## src/hdl/fvslm_pkg.sv

```systemverilog
package fvslm_pkg;

  typedef enum logic [1:0] {
    OP_LOAD    = 2'd0,
    OP_SET     = 2'd1,
    OP_SILENCE = 2'd2,
    OP_TICK    = 2'd3
  } op_e;

  typedef enum logic [0:0] {
    REG_SAMPLE_LENGTH = 1'b0,
    REG_ENGINE_MUTED  = 1'b1
  } reg_e;

  typedef enum logic [3:0] {
    ST_IDLE,
    ST_SET_RD,
    ST_SET_WR,
    ST_CLR_RD,
    ST_CLR_WR,
    ST_TICK_RD,
    ST_GLIDE,
    ST_MOD,
    ST_RD_A,
    ST_RD_B,
    ST_INTERP,
    ST_VOLUME,
    ST_PAN,
    ST_MIX,
    ST_DONE
  } state_e;

  localparam int unsigned CfgW      = 13;
  localparam int unsigned StepW     = 18;
  localparam logic [13:0] PitchBase = 14'h0700;
  localparam logic [13:0] PitchMul  = 14'd34;
  localparam logic [15:0] StepMul   = 16'd47554;
  localparam logic [7:0]  GlideMul  = 8'd131;
  localparam logic [14:0] PanMul    = 15'd26214;
  localparam logic [15:0] GainFloor = 16'd33;
  localparam logic signed [15:0] OutMax = 16'sd32767;

  typedef struct packed {
    logic       rd_en;
    logic       wr_en;
  } mem_ctl_t;

endpackage

```

## src/hdl/fvslm_voice_mem.sv

```systemverilog
module fvslm_voice_mem #(
  parameter int unsigned DEPTH = 4,
  parameter int unsigned AW    = 2,
  parameter int unsigned WIDTH = 110
) (
  input  logic                clk_i,
  input  logic                rst_ni,
  input  fvslm_pkg::mem_ctl_t ctl_i,
  input  logic [AW-1:0]       rd_addr_i,
  output logic [WIDTH-1:0]    rd_data_o,
  input  logic [AW-1:0]       wr_addr_i,
  input  logic [WIDTH-1:0]    wr_data_i
);

  logic [WIDTH-1:0] mem [DEPTH];
  logic [WIDTH-1:0] rd_data_q;
  logic [DEPTH-1:0] valid_q;
  logic             rd_valid_q;

  always_ff @(posedge clk_i) begin
    if (ctl_i.wr_en) begin
      mem[wr_addr_i] <= wr_data_i;
    end
    if (ctl_i.rd_en) begin
      rd_data_q <= mem[rd_addr_i];
    end
  end

  always_ff @(posedge clk_i or negedge rst_ni) begin
    if (!rst_ni) begin
      valid_q    <= '0;
      rd_valid_q <= 1'b0;
    end else begin
      if (ctl_i.wr_en) begin
        valid_q[wr_addr_i] <= 1'b1;
      end
      if (ctl_i.rd_en) begin
        rd_valid_q <= valid_q[rd_addr_i];
      end
    end
  end

  assign rd_data_o = rd_valid_q ? rd_data_q : '0;

endmodule

```

## config.mk

```make
export PLATFORM = sky130hd
export DESIGN_NAME = fvslm_voice_mem
export DESIGN_NICKNAME = d
export VERILOG_FILES = /design/src/hdl/fvslm_pkg.sv /design/src/hdl/fvslm_voice_mem.sv
export SDC_FILE = /design/constraint.sdc
export NUM_CORES = 1
export LEC_CHECK = 0
export ABC_AREA = 1
export BUFFER_PORTS_ARGS = -buffer_cell sky130_fd_sc_hd__buf_2
export CORE_MARGIN = 4
export CORE_UTILIZATION = 42
export DETAILED_ROUTE_END_ITERATION = 6
export GPL_TIMING_DRIVEN = 0
export PLACE_DENSITY = 0.7
export SLEW_MARGIN = 20
export SYNTH_ARGS = -nofsm -noshare
export SYNTH_HDL_FRONTEND = slang
export SYNTH_SLANG_ARGS = --single-unit
export TNS_END_PERCENT = 5
```

## constraint.sdc

```tcl
create_clock -name clk_i -period 1.7 [get_ports clk_i]
set_input_delay 0.51 -clock clk_i [delete_from_list [all_inputs] [get_ports clk_i]]
set_output_delay 0.51 -clock clk_i [all_outputs]
set_load 0.02 [all_outputs]
```

==> impl_metrics.env <==
export IMPL_yosysSeqAreaShare=0.805
export IMPL_p_int_w=0.0240
export IMPL_fin_area_um2=26000
export IMPL_via_per_inst=5.17
export IMPL_arrival_ns=1.70
export IMPL_period_share=1.30
export IMPL_rsz0062_at_grt="true"
export IMPL_postSynthCellCount=1438
export IMPL_critPathKind="flop to primary output"
export IMPL_dpl_cell_area_um2=23300
export IMPL_crit_end="rd_data_o[54]"
export IMPL_synth_area_um2=20700
export IMPL_netlist_area_leader_share=0.798
export IMPL_p_clk_frac=0.384
export IMPL_avgRoutedWirePerCell_um=20.7
export IMPL_clock_path_buffers=3
export IMPL_crit_path_start_kind="flop"
export IMPL_reg2reg_from="mem[1][34]"
export IMPL_clock_latency_ns=0.58
export IMPL_setup_slack_ns=-0.509
export IMPL_worstMarginPinSlew_ns=0.746
export IMPL_drt_pass1_iterations=5
export IMPL_crit_path_max_fanout=10
export IMPL_synth_area_top_cells="edfxtp_1 (80%), nor2_1 (4.1%), o21ai_0 (3.7%)"
export IMPL_maxSlewHeadroom=0.502
export IMPL_drv_slew=0
export IMPL_reg2reg_depth=2
export IMPL_min_period_ns=2.21
export IMPL_die_w_um=230
export IMPL_drtIter0Drc=1097
export IMPL_ant_nets=0
export IMPL_power_switching_w=0.00675
export IMPL_path_clk_slew_ns=0.06
export IMPL_numClockSinks=555
export IMPL_p_leak_nw=9.70
export IMPL_gr_total_overflow=0
export IMPL_synth_warnings=0
export IMPL_wl_mm=50.9
export IMPL_synth_fp_nets=1556
export IMPL_switching_share=0.220
export IMPL_grt_max_degree=74
export IMPL_power_total_w=0.0307
export IMPL_ir_drop_v=0.000818
export IMPL_layout_drive_gt1_share=0.273
export IMPL_die_area_um2=52900
export IMPL_die_h_um=230
export IMPL_ys_ff_latch=555
export IMPL_violations="setup timing"
export IMPL_worstReg2RegEnd="rd_data_q[34]"
export IMPL_worstSetupEndpointType="primary output"
export IMPL_setup_viol=120
export IMPL_tritoncts_num_buffers=56
export IMPL_hp_class="input port to flop"
export IMPL_cap_violations=0
export IMPL_areaGrowthSynthToFinish_pct=25.8
export IMPL_fin_nets=1868
export IMPL_grt_pass1_wl_mm=76.3
export IMPL_seqPwrFrac=0.524
export IMPL_design_core_area_um2=48800
export IMPL_ioPinCount=228
export IMPL_rows=81
export IMPL_clock_skew_ns=0.0131
export IMPL_fin_util=0.533
export IMPL_gp_congestion=0.774
export IMPL_antenna_found_initial=5
export IMPL_final_common_cell="edfxtp_1"
export IMPL_io_buffers=226
export IMPL_drcViolationCount=0
export IMPL_p_comb_frac=0.092
export IMPL_final_cell_mix="edfxtp_1 (550), nor2_1 (220), o21ai_0 (154)"
export IMPL_cp_required_ns=1.19
export IMPL_hold_viol=0
export IMPL_yosysTopAreaCell="edfxtp_1"
export IMPL_start_util=0.423
export IMPL_routed_via_count=12688
export IMPL_grt_use_total=0.189
export IMPL_powerDensity_nw_per_um2=1180
export IMPL_max_freq_mhz=453
export IMPL_dpl_hpwl_mm=31.2
export IMPL_grt_pass1_vias=12814
export IMPL_cts_tree="done"
export IMPL_crit_start="rd_valid_q"
export IMPL_status="finished, violations left"
export IMPL_ys_types=15
export IMPL_setup_reg_to_reg_worst_slack_ns=0.77
export IMPL_h_tree_depth=2
export IMPL_cts_root_buffer="clkbuf_16"
export IMPL_syn_avg_cell_area_um2=14.4
export IMPL_fillerInstances=3940
==> sequential cells by signal, indices dropped and copies added, names as in the netlist <==
| signal | cells |
|---|---|
| rd_data_q | 110 |
| mem | 440 |
| rd_valid_q | 1 |
| valid_q | 4 |
==> cells in the mapped netlist <==
master      n
o21ai_1    70
o21ai_0   154
buf_2      24
inv_2       1
edfxtp_1  550
buf_6      15
nand3_1     2
clkbuf_1   38
nand2_1   120
inv_1     117
nor2_1    224
inv_4       1
dfrtp_1     5
o22ai_1   110
buf_4       7
==> per-layer routing <==
layer / global-route usage / wire length (µm) / share of wire / up-vias
met4: 0.0571 / 1230 / 0.024 / 6
met3: 0.0389 / 3520 / 0.069 / 91
li1: - / - / - / 5828
met5: 0 / 47 / 0.00092 / -
met2: 0.328 / 26000 / 0.51 / 474
met1: 0.242 / 20100 / 0.39 / 6289
==> critical path, stage by stage, from the launching register on <==
cell	delay, ns
dfrtp_2	0.47
clkbuf_16	0.21
buf_12	0.16
nand2_2	0.08
inv_1	0.05
buf_4	0.15
==> how the worst min path moves through the flow <==
stage	startpoint	end	slack [ns]	cells past startpoint
4_1_cts	wr_data_i[78]	mem[0][78]	0.09	1
3_3_place_gp	rst_ni	valid_q[0]	0.33	1
3_5_place_dp	rst_ni	valid_q[1]	0.34	1
6_report	wr_data_i[49]	mem[0][49]	0.14	1
5_1_grt	wr_data_i[84]	mem[1][84]	0.1	1
2_1_floorplan	rst_ni	rd_valid_q	0.21	0
==> power by group through the flow <==
stage	Clock (W)	Combinational (W)	Sequential [W]
6_report	0.0118	0.00283	0.0161
5_1_grt	0.0127	0.00307	0.0161
4_1_cts	0.0121	0.00272	0.0161
3_5_place_dp	0	0.00240	0.0163
3_3_place_gp	0	0.00220	0.0164
2_1_floorplan	0	0.00125	0.0163
==> cell type report <==
| cell class | instances | area [µm²] | area share |
|---|---|---|---|
| repair buffers | 254 | 2380 | 0.0915 |
| well taps | 664 | 831 | 0.0319 |
| clock inverters | 26 | 278 | 0.0107 |
| clock buffers | 69 | 1470 | 0.0565 |
| inverters | 119 | 465 | 0.0179 |
| diodes | 2 | 5.00 | 0.000192 |
| multi-input cells | 680 | 3290 | 0.126 |
| flip-flops and latches | 555 | 16600 | 0.639 |
| plain buffers | 84 | 661 | 0.0254 |
==> metrics by stage <==
step / setup TNS (ns) / instances / hold WS (ns) / setup slack (ns)
CTS: -56.86 / 2451 / 0.0864 / -0.567
detailed placement: -273.05 / 2353 / 0.337 / -1.06
global route: -60.14 / 2453 / 0.0955 / -0.581
floorplan: -411.96 / 1438 / 0.214 / -0.954
finish: -50.61 / 2453 / 0.137 / -0.509
global placement: -1439.50 / 2328 / 0.333 / -2.71
==> logic make-up (layout without fill, tap and decap cells) <==
family	after synthesis	in the layout	share of synthesized area
AO/OA/AOI/OAI	334	334	0.0875
flip-flops	555	555	0.805
buffers and inverters	203	552	0.0451
AND/OR/NAND/NOR	346	346	0.0629
other	0	2	0
==> timing repair <==
| item | 4_1_cts | 5_1_grt |
|---|---|---|
| pin swaps | 2 | 1 |
| cloned | 1 | 0 |
| buffers inserted | 1 | 0 |
| hold buffers | 1 | 0 |
| setup endpoints to repair | 171 | 150 |
| hold endpoints to repair | 5 | 0 |
| gates resized for setup | 215 | 118 |
Power figures use the tool's default switching activity.
